===== config.mk =====
export PLATFORM = sky130hd
export DESIGN_NAME = triangle_tangent_generator_core
export DESIGN_NICKNAME = d
export VERILOG_FILES = /design/src/rtl/ttg_pkg.sv /design/src/rtl/triangle_tangent_generator_core.sv /design/src/rtl/ttg_corners.sv /design/src/rtl/ttg_mult.sv /design/src/rtl/ttg_cmpsub.sv /design/src/rtl/ttg_engine.sv
export VERILOG_INCLUDE_DIRS = /design/src /design/src/rtl
export SDC_FILE = /design/constraint.sdc
export NUM_CORES = 2
export LEC_CHECK = 0
export BUFFER_PORTS_ARGS = -buffer_cell sky130_fd_sc_hd__buf_4
export CORE_MARGIN = 1.5
export CORE_UTILIZATION = 45
export DETAILED_ROUTE_END_ITERATION = 8
export GPL_TIMING_DRIVEN = 0
export SLEW_MARGIN = 20
export SYNTH_ARGS = -nofsm -noshare
export SYNTH_HDL_FRONTEND = slang
export SYNTH_HIERARCHICAL = 1
export SYNTH_SLANG_ARGS = --single-unit

===== constraint.sdc =====
create_clock -name clk_i -period 18.2 [get_ports clk_i]
set_input_delay 0 -clock clk_i [delete_from_list [all_inputs] [get_ports clk_i]]
set_output_delay 0 -clock clk_i [all_outputs]
set_load 0.02 [all_outputs]

===== src/rtl/triangle_tangent_generator_core_macros.svh =====
// Assertion helpers for the tangent generator RTL.
`ifndef TRIANGLE_TANGENT_GENERATOR_CORE_MACROS_SVH
`define TRIANGLE_TANGENT_GENERATOR_CORE_MACROS_SVH

`ifndef ASSERT_OFF

// Check a property on every clock edge outside reset.
`define TTG_ASSERT(lbl, clk, rstn, prop, msg) \
  lbl: assert property (@(posedge clk) disable iff (!rstn) (prop)) else $error(msg);

// Check that a condition leads to a consequence on the next edge.
`define TTG_ASSERT_NEXT(lbl, clk, rstn, ante, cons, msg) \
  lbl: assert property (@(posedge clk) disable iff (!rstn) (ante) |=> (cons)) else $error(msg);

`else

`define TTG_ASSERT(lbl, clk, rstn, prop, msg)
`define TTG_ASSERT_NEXT(lbl, clk, rstn, ante, cons, msg)

`endif

`endif


===== src/rtl/ttg_pkg.sv =====
package ttg_pkg;

  // Field and datapath widths
  localparam int CoordW    = 16;
  localparam int DeltaW    = CoordW + 1;
  localparam int ProdW     = 2 * DeltaW;
  localparam int TanW      = ProdW + 1;
  localparam int MagW      = TanW - 1;
  localparam int NormW     = 30;
  localparam int SumW      = 2 * NormW + 2;
  localparam int RootW     = NormW + 1;
  localparam int UnitShift = 14;
  localparam int QuotW     = UnitShift + 1;
  localparam int AluW      = SumW;
  localparam int MulW      = 32;
  localparam int OutW      = 16;
  localparam int NumAxes   = 3;
  localparam int CntW      = 4;

  localparam logic signed [OutW-1:0] UnitPos = OutW'(1 << UnitShift);
  localparam logic signed [OutW-1:0] UnitNeg = -UnitPos;

  // One incoming vertex
  typedef struct packed {
    logic signed [CoordW-1:0] px;
    logic signed [CoordW-1:0] py;
    logic signed [CoordW-1:0] pz;
    logic signed [CoordW-1:0] tu;
    logic signed [CoordW-1:0] tv;
  } ttg_vertex_t;

  // Edges and UV deltas of one triangle
  typedef struct packed {
    logic signed [DeltaW-1:0] e1x;
    logic signed [DeltaW-1:0] e1y;
    logic signed [DeltaW-1:0] e1z;
    logic signed [DeltaW-1:0] e2x;
    logic signed [DeltaW-1:0] e2y;
    logic signed [DeltaW-1:0] e2z;
    logic signed [DeltaW-1:0] du1;
    logic signed [DeltaW-1:0] dv1;
    logic signed [DeltaW-1:0] du2;
    logic signed [DeltaW-1:0] dv2;
  } ttg_delta_t;

  // One finished tangent
  typedef struct packed {
    logic signed [OutW-1:0] tx;
    logic signed [OutW-1:0] ty;
    logic signed [OutW-1:0] tz;
    logic                   degenerate;
  } ttg_result_t;

  // Engine status toward the stream logic
  typedef struct packed {
    logic idle;
    logic done;
  } ttg_status_t;

endpackage


===== src/rtl/triangle_tangent_generator_core.sv =====
// Per-triangle tangent generator.
// The input stream carries one vertex per transaction in triangle order:
// tdata holds position x, y, z (Q8.8) and texture u, v (Q4.12).
// The first two vertices of a triangle are held.
// The third vertex starts the engine, which yields one unit tangent (Q1.14)
// on the output stream, with tuser set when the triangle is degenerate.
// The engine runs one shared 32x32 multiplier for the determinant, the tangent
// and the squared length, then one shared compare-subtract unit for a bit-
// serial square root and three restoring divides.
// s_axis_tready is low while the engine works on a triangle.
// Results pass through an output register, so the next vertices are accepted
// while a result waits; a stalled receiver holds the engine in its final
// state once a second result is ready.
// Reset clears the corner count, the engine and the output valid.
module triangle_tangent_generator_core (
  input  logic        clk_i,
  input  logic        rst_ni,
  input  logic        s_axis_tvalid,
  output logic        s_axis_tready,
  // pos_x[15:0], pos_y[31:16], pos_z[47:32], tex_u[63:48], tex_v[79:64]
  input  logic [79:0] s_axis_tdata,
  output logic        m_axis_tvalid,
  input  logic        m_axis_tready,
  // tangent_x[15:0], tangent_y[31:16], tangent_z[47:32]
  output logic [47:0] m_axis_tdata,
  // degenerate[0]
  output logic [0:0]  m_axis_tuser
);
  import ttg_pkg::*;

  `include "triangle_tangent_generator_core_macros.svh"

  ttg_vertex_t vertex;
  ttg_delta_t  delta;
  ttg_status_t status;
  ttg_result_t result;
  ttg_result_t out_q;
  logic        out_valid_q, out_valid_d;
  logic        in_accept;
  logic        eng_start;
  logic        out_load;

  // Unpack the vertex
  assign vertex.px = s_axis_tdata[15:0];
  assign vertex.py = s_axis_tdata[31:16];
  assign vertex.pz = s_axis_tdata[47:32];
  assign vertex.tu = s_axis_tdata[63:48];
  assign vertex.tv = s_axis_tdata[79:64];

  assign s_axis_tready = status.idle;
  assign in_accept     = s_axis_tvalid && s_axis_tready;

  ttg_corners u_corners (
    .clk_i    (clk_i),
    .rst_ni   (rst_ni),
    .accept_i (in_accept),
    .vertex_i (vertex),
    .start_o  (eng_start),
    .delta_o  (delta)
  );

  ttg_engine u_engine (
    .clk_i    (clk_i),
    .rst_ni   (rst_ni),
    .start_i  (eng_start),
    .delta_i  (delta),
    .ack_i    (out_load),
    .status_o (status),
    .result_o (result)
  );

  // Move a finished result into the output register when it is free
  assign out_load = status.done && (!out_valid_q || m_axis_tready);

  always_comb begin
    out_valid_d = out_valid_q;
    if (out_load) begin
      out_valid_d = 1'b1;
    end else if (m_axis_tready) begin
      out_valid_d = 1'b0;
    end
  end

  always_ff @(posedge clk_i or negedge rst_ni) begin
    if (!rst_ni) begin
      out_valid_q <= 1'b0;
    end else begin
      out_valid_q <= out_valid_d;
    end
  end

  always_ff @(posedge clk_i) begin
    if (out_load) begin
      out_q <= result;
    end
  end

  assign m_axis_tvalid   = out_valid_q;
  assign m_axis_tdata    = {out_q.tz, out_q.ty, out_q.tx};
  assign m_axis_tuser[0] = out_q.degenerate;

  // A degenerate result carries a zero tangent
  `TTG_ASSERT(a_degen_zero, clk_i, rst_ni, !(out_valid_q && out_q.degenerate) || (m_axis_tdata == '0), "degenerate result with nonzero tangent")

  // A finished result is held while the output register stays occupied
  `TTG_ASSERT_NEXT(a_done_held, clk_i, rst_ni, status.done && out_valid_q && !m_axis_tready, status.done, "finished result dropped under stall")

  // The x component of the unit tangent stays within one
  `TTG_ASSERT(a_tan_range, clk_i, rst_ni, !out_valid_q || (out_q.tx <= UnitPos && out_q.tx >= UnitNeg), "tangent x out of unit range")

endmodule


===== src/rtl/ttg_corners.sv =====
module ttg_corners (
  input  logic                 clk_i,
  input  logic                 rst_ni,
  input  logic                 accept_i,
  input  ttg_pkg::ttg_vertex_t vertex_i,
  output logic                 start_o,
  output ttg_pkg::ttg_delta_t  delta_o
);
  import ttg_pkg::*;

  logic [1:0]  count_q, count_d;
  ttg_vertex_t held_q [2];

  function automatic logic signed [DeltaW-1:0] sdiff(logic signed [CoordW-1:0] a,
                                                     logic signed [CoordW-1:0] b);
    return DeltaW'(a) - DeltaW'(b);
  endfunction

  // A held count of two or more means this vertex closes the triangle
  assign start_o = accept_i && count_q[1];

  // Advance the corner count
  always_comb begin
    count_d = count_q;
    if (accept_i) begin
      count_d = count_q[1] ? 2'd0 : count_q + 2'd1;
    end
  end

  always_ff @(posedge clk_i or negedge rst_ni) begin
    if (!rst_ni) begin
      count_q <= 2'd0;
    end else begin
      count_q <= count_d;
    end
  end

  // Hold the first two corners
  always_ff @(posedge clk_i) begin
    if (accept_i && !count_q[1]) begin
      held_q[count_q[0]] <= vertex_i;
    end
  end

  // Form edges and UV deltas against the first corner
  always_comb begin
    delta_o.e1x = sdiff(held_q[1].px, held_q[0].px);
    delta_o.e1y = sdiff(held_q[1].py, held_q[0].py);
    delta_o.e1z = sdiff(held_q[1].pz, held_q[0].pz);
    delta_o.e2x = sdiff(vertex_i.px, held_q[0].px);
    delta_o.e2y = sdiff(vertex_i.py, held_q[0].py);
    delta_o.e2z = sdiff(vertex_i.pz, held_q[0].pz);
    delta_o.du1 = sdiff(held_q[1].tu, held_q[0].tu);
    delta_o.dv1 = sdiff(held_q[1].tv, held_q[0].tv);
    delta_o.du2 = sdiff(vertex_i.tu, held_q[0].tu);
    delta_o.dv2 = sdiff(vertex_i.tv, held_q[0].tv);
  end

endmodule


===== src/rtl/ttg_mult.sv =====
module ttg_mult (
  input  logic                                clk_i,
  input  logic signed [ttg_pkg::MulW-1:0]     a_i,
  input  logic signed [ttg_pkg::MulW-1:0]     b_i,
  output logic signed [2*ttg_pkg::MulW-1:0]   p_o
);
  import ttg_pkg::*;

  logic signed [2*MulW-1:0] p_q;

  // Register every product
  always_ff @(posedge clk_i) begin
    p_q <= a_i * b_i;
  end

  assign p_o = p_q;

endmodule


===== src/rtl/ttg_cmpsub.sv =====
module ttg_cmpsub (
  input  logic [ttg_pkg::AluW-1:0] a_i,
  input  logic [ttg_pkg::AluW-1:0] b_i,
  output logic [ttg_pkg::AluW-1:0] diff_o,
  output logic                     ge_o
);
  import ttg_pkg::*;

  logic [AluW:0] full;

  // Subtract with borrow out; no borrow means a >= b
  assign full   = {1'b0, a_i} - {1'b0, b_i};
  assign diff_o = full[AluW-1:0];
  assign ge_o   = !full[AluW];

endmodule


===== src/rtl/ttg_engine.sv =====
module ttg_engine (
  input  logic                 clk_i,
  input  logic                 rst_ni,
  input  logic                 start_i,
  input  ttg_pkg::ttg_delta_t  delta_i,
  input  logic                 ack_i,
  output ttg_pkg::ttg_status_t status_o,
  output ttg_pkg::ttg_result_t result_o
);
  import ttg_pkg::*;

  typedef enum logic [9:0] {
    StIdle   = 10'b00_0000_0001,
    StMul    = 10'b00_0000_0010,
    StAbs    = 10'b00_0000_0100,
    StMax    = 10'b00_0000_1000,
    StNorm   = 10'b00_0001_0000,
    StSquare = 10'b00_0010_0000,
    StRoot   = 10'b00_0100_0000,
    StDivSet = 10'b00_1000_0000,
    StDiv    = 10'b01_0000_0000,
    StDone   = 10'b10_0000_0000
  } state_e;

  state_e            state_q, state_d;
  logic [CntW-1:0]   cnt_q, cnt_d;
  logic [1:0]        axis_q, axis_d;

  ttg_delta_t               dlt_q;
  logic signed [ProdW-1:0]  acc_q;
  logic                     det_neg_q;
  logic                     det_zero_q;
  logic signed [TanW-1:0]   t_q   [NumAxes];
  logic [MagW-1:0]          mag_q [NumAxes];
  logic                     neg_q [NumAxes];
  logic [MagW-1:0]          mx_q;
  logic [SumW-1:0]          sum_q;
  logic [SumW-1:0]          rad_q;
  logic [SumW-1:0]          root_q;
  logic [SumW-1:0]          bit_q;
  logic [AluW-1:0]          rem_q;
  logic [AluW-1:0]          dsh_q;
  logic [QuotW-1:0]         quo_q;
  logic signed [OutW-1:0]   tan_q [NumAxes];
  logic                     deg_q;

  logic signed [MulW-1:0]   mul_a, mul_b;
  logic signed [2*MulW-1:0] mul_p;
  logic signed [ProdW-1:0]  prod_s;
  logic signed [TanW-1:0]   diff_s;
  logic [CntW-1:0]          step;
  logic [AluW-1:0]          alu_a, alu_b, alu_diff;
  logic                     alu_ge;
  logic [MagW-1:0]          mx_01, mx_c;
  logic [QuotW-1:0]         quo_fin;
  logic signed [OutW-1:0]   quo_ext;

  // Shared multiplier
  ttg_mult u_mult (
    .clk_i (clk_i),
    .a_i   (mul_a),
    .b_i   (mul_b),
    .p_o   (mul_p)
  );

  // Shared compare and subtract unit
  ttg_cmpsub u_cmpsub (
    .a_i    (alu_a),
    .b_i    (alu_b),
    .diff_o (alu_diff),
    .ge_o   (alu_ge)
  );

  function automatic logic signed [MulW-1:0] sx(logic signed [DeltaW-1:0] v);
    return MulW'(v);
  endfunction

  // Select multiplier operands for the current step
  always_comb begin
    mul_a = '0;
    mul_b = '0;
    if (state_q == StMul) begin
      case (cnt_q)
        4'd0:    begin mul_a = sx(dlt_q.du1); mul_b = sx(dlt_q.dv2); end
        4'd1:    begin mul_a = sx(dlt_q.du2); mul_b = sx(dlt_q.dv1); end
        4'd2:    begin mul_a = sx(dlt_q.dv2); mul_b = sx(dlt_q.e1x); end
        4'd3:    begin mul_a = sx(dlt_q.dv1); mul_b = sx(dlt_q.e2x); end
        4'd4:    begin mul_a = sx(dlt_q.dv2); mul_b = sx(dlt_q.e1y); end
        4'd5:    begin mul_a = sx(dlt_q.dv1); mul_b = sx(dlt_q.e2y); end
        4'd6:    begin mul_a = sx(dlt_q.dv2); mul_b = sx(dlt_q.e1z); end
        4'd7:    begin mul_a = sx(dlt_q.dv1); mul_b = sx(dlt_q.e2z); end
        default: begin mul_a = '0; mul_b = '0; end
      endcase
    end else if (state_q == StSquare && cnt_q < 4'(NumAxes)) begin
      mul_a = MulW'(mag_q[cnt_q[1:0]][NormW-1:0]);
      mul_b = MulW'(mag_q[cnt_q[1:0]][NormW-1:0]);
    end
  end

  // Product of the previous step and the running difference
  assign prod_s = mul_p[ProdW-1:0];
  assign diff_s = TanW'(acc_q) - TanW'(prod_s);
  assign step   = cnt_q - 4'd1;

  // Route the subtract unit to the root or divide loop
  always_comb begin
    if (state_q == StRoot) begin
      alu_a = rad_q;
      alu_b = root_q | bit_q;
    end else begin
      alu_a = rem_q;
      alu_b = dsh_q;
    end
  end

  // Largest magnitude
  assign mx_01 = (mag_q[0] > mag_q[1]) ? mag_q[0] : mag_q[1];
  assign mx_c  = (mx_01 > mag_q[2]) ? mx_01 : mag_q[2];

  // Final quotient bit joins the partial quotient
  assign quo_fin = {quo_q[QuotW-2:0], alu_ge};
  assign quo_ext = OutW'(quo_fin);

  // Sequencer
  always_comb begin
    state_d = state_q;
    cnt_d   = cnt_q;
    axis_d  = axis_q;
    case (state_q)
      StIdle: begin
        if (start_i) begin
          state_d = StMul;
          cnt_d   = '0;
        end
      end
      StMul: begin
        cnt_d = cnt_q + 4'd1;
        if (cnt_q == 4'(2 * (NumAxes + 1))) begin
          state_d = StAbs;
        end
      end
      StAbs: state_d = StMax;
      StMax: begin
        state_d = (det_zero_q || mx_c == '0) ? StDone : StNorm;
      end
      StNorm: begin
        if (mx_q[MagW-1:NormW] == '0 && mx_q[NormW-1]) begin
          state_d = StSquare;
          cnt_d   = '0;
        end
      end
      StSquare: begin
        cnt_d = cnt_q + 4'd1;
        if (cnt_q == 4'(NumAxes)) begin
          state_d = StRoot;
        end
      end
      StRoot: begin
        if (bit_q[0]) begin
          state_d = StDivSet;
          axis_d  = '0;
        end
      end
      StDivSet: begin
        state_d = StDiv;
        cnt_d   = '0;
      end
      StDiv: begin
        cnt_d = cnt_q + 4'd1;
        if (cnt_q == 4'(QuotW - 1)) begin
          axis_d  = axis_q + 2'd1;
          state_d = (axis_q == 2'(NumAxes - 1)) ? StDone : StDivSet;
        end
      end
      StDone: begin
        if (ack_i) begin
          state_d = StIdle;
        end
      end
      default: state_d = StIdle;
    endcase
  end

  always_ff @(posedge clk_i or negedge rst_ni) begin
    if (!rst_ni) begin
      state_q <= StIdle;
      cnt_q   <= '0;
      axis_q  <= '0;
    end else begin
      state_q <= state_d;
      cnt_q   <= cnt_d;
      axis_q  <= axis_d;
    end
  end

  // Datapath registers
  always_ff @(posedge clk_i) begin
    case (state_q)
      StIdle: begin
        if (start_i) begin
          dlt_q <= delta_i;
        end
      end
      StMul: begin
        // Even steps load the first product, odd steps take the difference
        if (cnt_q != '0) begin
          if (!step[0]) begin
            acc_q <= prod_s;
          end else if (step == 4'd1) begin
            det_neg_q  <= diff_s[TanW-1];
            det_zero_q <= (diff_s == '0);
          end else begin
            t_q[step[2:1] - 2'd1] <= diff_s;
          end
        end
      end
      StAbs: begin
        for (int i = 0; i < NumAxes; i++) begin
          neg_q[i] <= t_q[i][TanW-1] ^ det_neg_q;
          mag_q[i] <= t_q[i][TanW-1] ? MagW'(-t_q[i]) : MagW'(t_q[i]);
        end
      end
      StMax: begin
        mx_q <= mx_c;
        if (det_zero_q || mx_c == '0) begin
          for (int i = 0; i < NumAxes; i++) begin
            tan_q[i] <= '0;
          end
          deg_q <= 1'b1;
        end
      end
      StNorm: begin
        // Scale until the largest magnitude sits in its normal window
        if (mx_q[MagW-1:NormW] != '0) begin
          mx_q <= mx_q >> 1;
          for (int i = 0; i < NumAxes; i++) begin
            mag_q[i] <= mag_q[i] >> 1;
          end
        end else if (!mx_q[NormW-1]) begin
          mx_q <= mx_q << 1;
          for (int i = 0; i < NumAxes; i++) begin
            mag_q[i] <= mag_q[i] << 1;
          end
        end
      end
      StSquare: begin
        if (cnt_q == 4'd1) begin
          sum_q <= mul_p[SumW-1:0];
        end else if (cnt_q == 4'(NumAxes)) begin
          rad_q  <= sum_q + mul_p[SumW-1:0];
          root_q <= '0;
          bit_q  <= SumW'(1) << (SumW - 2);
        end else if (cnt_q != '0) begin
          sum_q <= sum_q + mul_p[SumW-1:0];
        end
      end
      StRoot: begin
        // One root bit per cycle
        if (alu_ge) begin
          rad_q  <= alu_diff;
          root_q <= (root_q >> 1) | bit_q;
        end else begin
          root_q <= root_q >> 1;
        end
        bit_q <= bit_q >> 2;
      end
      StDivSet: begin
        rem_q <= AluW'({mag_q[axis_q][NormW-1:0], {UnitShift{1'b0}}})
               + AluW'(root_q[RootW-1:1]);
        dsh_q <= AluW'(root_q[RootW-1:0]) << UnitShift;
        quo_q <= '0;
      end
      StDiv: begin
        // One quotient bit per cycle
        if (alu_ge) begin
          rem_q <= alu_diff;
        end
        quo_q <= quo_fin;
        dsh_q <= dsh_q >> 1;
        if (cnt_q == 4'(QuotW - 1)) begin
          tan_q[axis_q] <= neg_q[axis_q] ? -quo_ext : quo_ext;
          deg_q         <= 1'b0;
        end
      end
      default: begin
      end
    endcase
  end

  assign status_o.idle       = (state_q == StIdle);
  assign status_o.done       = (state_q == StDone);
  assign result_o.tx         = tan_q[0];
  assign result_o.ty         = tan_q[1];
  assign result_o.tz         = tan_q[2];
  assign result_o.degenerate = deg_q;

endmodule

==> results.toml <==
[status]
status = "finished, final reports clean"

[timing]
finalCriticalPeriod_ns = 15.00
hold_viol_final = 0
setup_viol = 0
fmax_ghz = 0.0667
maxSlewViolCount = 0
relSlewSlack = 0.106
tns_ns = 0
worst_pin_slew_ns = 1.33
finalCritPeriodShare = 0.824
skew_ns = 0.0654
rsz0062_at_grt = "no"

[finish]
layout_commonest_cell = "inv_1"
utilization = 0.507
syn_to_final_growth_pct = 11.9
final_cell_mix = "1,379 x inv_1, 1,227 x nand2_1, 1,087 x fa_1"
drive_above_1_share = 0.0594
fillers = 20600
nets = 12500

[critical_path]
crit_start = "u_engine/cnt_q[0]"
path_buf_inv = 12
cpPeakStageDelay_ns = 1.19
cpMostUsedCell = "fa_1"
crit_slowest_cell = "fa_1"
r2r-start = "u_engine/cnt_q[0]"
crit_arrival_ns = 15.69
rr_worst_depth = 36
crit_path_end_kind = "register"
regToRegSetupSlack_ns = 3.20
r2r_end = "u_engine/u_mult/p_o[57]"
crit_family = "adder cells"
start_kind = "register"
criticalPathCategory = "register to register"
path_max_fanout = 11
crit_required_ns = 18.89

[run]
maxCapViolations = 0

[detailed_routing]
drt_iter0_drc = 8167
viasPerCell = 5.79
dr.pass1.iters = 6
drc = 0
ant_nets = 0
wire_per_inst_um = 26.4
vias = 79900
routed_wl_um = 364000

[cts]
clk_pin_slew_worst_paths_ns = 0.05
postCtsSetupBuffers = 0
cts_root_buffer = "clkbuf_16"
clock_path_buffers = 3
cts_buffers = 133
cts-resized-gates = 0
clk_latency_ns = 0.81
cts_sinks = 1126
cts_tree = "yes"
htree_levels = 4
cts_hold_repair.buffers = 161

[die]
core_area_mm2 = 0.225
die_w_um = 478
die_area_mm2 = 0.229
die_h_um = 478
ios = 135
row_count = 174
start_util = 0.453

[hold_path]
min_to = "u_corners/held_q[0][33]"
hold_start = "s_axis_tdata[33]"
hold_path.class = "input pin to register"
holdPathStages = 2

[yosys]
syn_avg_cell_area_um2 = 9.99
syn_inst = 10200
syn-num-nets = 11900
syn_area_mm2 = 0.102
yosys_warnings = 6

[global_route]
antenna_found_initial = 30
grt_pass1_vias = 80200
overflow = 0
grt_usage = 0.316
grt_pass1_wl_um = 533000
grt_max_degree = 53

[placement]
place_congestion = 1.02
post-dp-hpwl_um = 291000
port-buffer-count = 134

[pwr]
finalPower_mw = 7.87
peakVddDrop_v = 0.0000923
power.leakage_nw = 49.0
p_per_area_mw_per_mm2 = 69.1
worst max path at each step:
stage,to,slack [ns],cells after the start
global placement,u_engine/rem_q[54],1.26,23
global route,u_engine/u_mult/p_o[57],2.90,36
CTS,u_engine/u_mult/p_o[57],3.50,36
detailed placement,u_engine/u_mult/p_o[57],3.53,36
finish,u_engine/u_mult/p_o[57],3.20,36
floorplan,u_engine/u_mult/p_o[61],7.72,38
cell type report:
| cell class | count | area, µm² | area share |
|---|---|---|---|
| antenna | 13 | 32.5 | 0.000286 |
| buffer | 465 | 1770 | 0.0156 |
| clock buffer | 155 | 3460 | 0.0304 |
| clock inverter | 84 | 1070 | 0.00941 |
| inverter | 1382 | 5190 | 0.0456 |
| multi-input combinational | 7210 | 61800 | 0.543 |
| sequential | 1126 | 33100 | 0.291 |
| tap | 2992 | 3740 | 0.0329 |
| timing repair buffer | 376 | 3700 | 0.0325 |
report_power, final:
part | total [mW] | internal [mW] | leakage [nW] | switching, mW
Sequential | 3.14 | 3.06 | 10.4 | 0.0793
Clock | 2.75 | 1.58 | 2.18 | 1.18
Combinational | 1.98 | 0.661 | 36.4 | 1.31
Total | 7.87 | 5.30 | 49.0 | 2.57
flip-flops by register name, summed over array words and instances (netlist names), 14 cells and up:
name,cells
u_engine/dlt_q,170
u_engine/rad_q,62
u_engine/t_q,105
u_engine/mx_q,34
u_engine/rem_q,62
u_engine/mag_q,102
u_engine/acc_q,34
u_engine/bit_q,31
m_axis_tdata,48
u_engine/quo_q,14
u_corners/held_q,160
u_engine/root_q,61
u_engine/dsh_q,45
u_engine/tan_q,48
u_engine/u_mult/p_o,62
u_engine/sum_q,62
layer usage:
metal | vias up | part of all wire | track usage
met1 | 40100 | 0.41 | 0.421
met2 | 3879 | 0.45 | 0.497
li1 | 35200 | - | -
met5 | - | 0.00022 | 0
met3 | 798 | 0.095 | 0.0703
met4 | 12 | 0.048 | 0.128
stage by stage:
step                instance area, µm²  instances  hold WS, ns  setup slack, ns
detailed placement              108000      13400      -0.0900             3.53
CTS                             114000      13800      0.00122             3.50
floorplan                       102000      10200       -0.296             7.72
global route                    114000      13800       0.0211             2.90
finish                          114000      13800       0.0320             3.20
global placement                106000      13300      -0.0951             1.26
worst reg2reg max path: cells and delay by family, from the launching register on:
kind | cells | cell delay [ns]
compound gates | 5 | 1.22
flops | 1 | 0.38
simple gates | 9 | 2.36
fa+ha+maj | 10 | 6.12
buf+inv | 12 | 4.85
(Power assumes the default switching activity.)
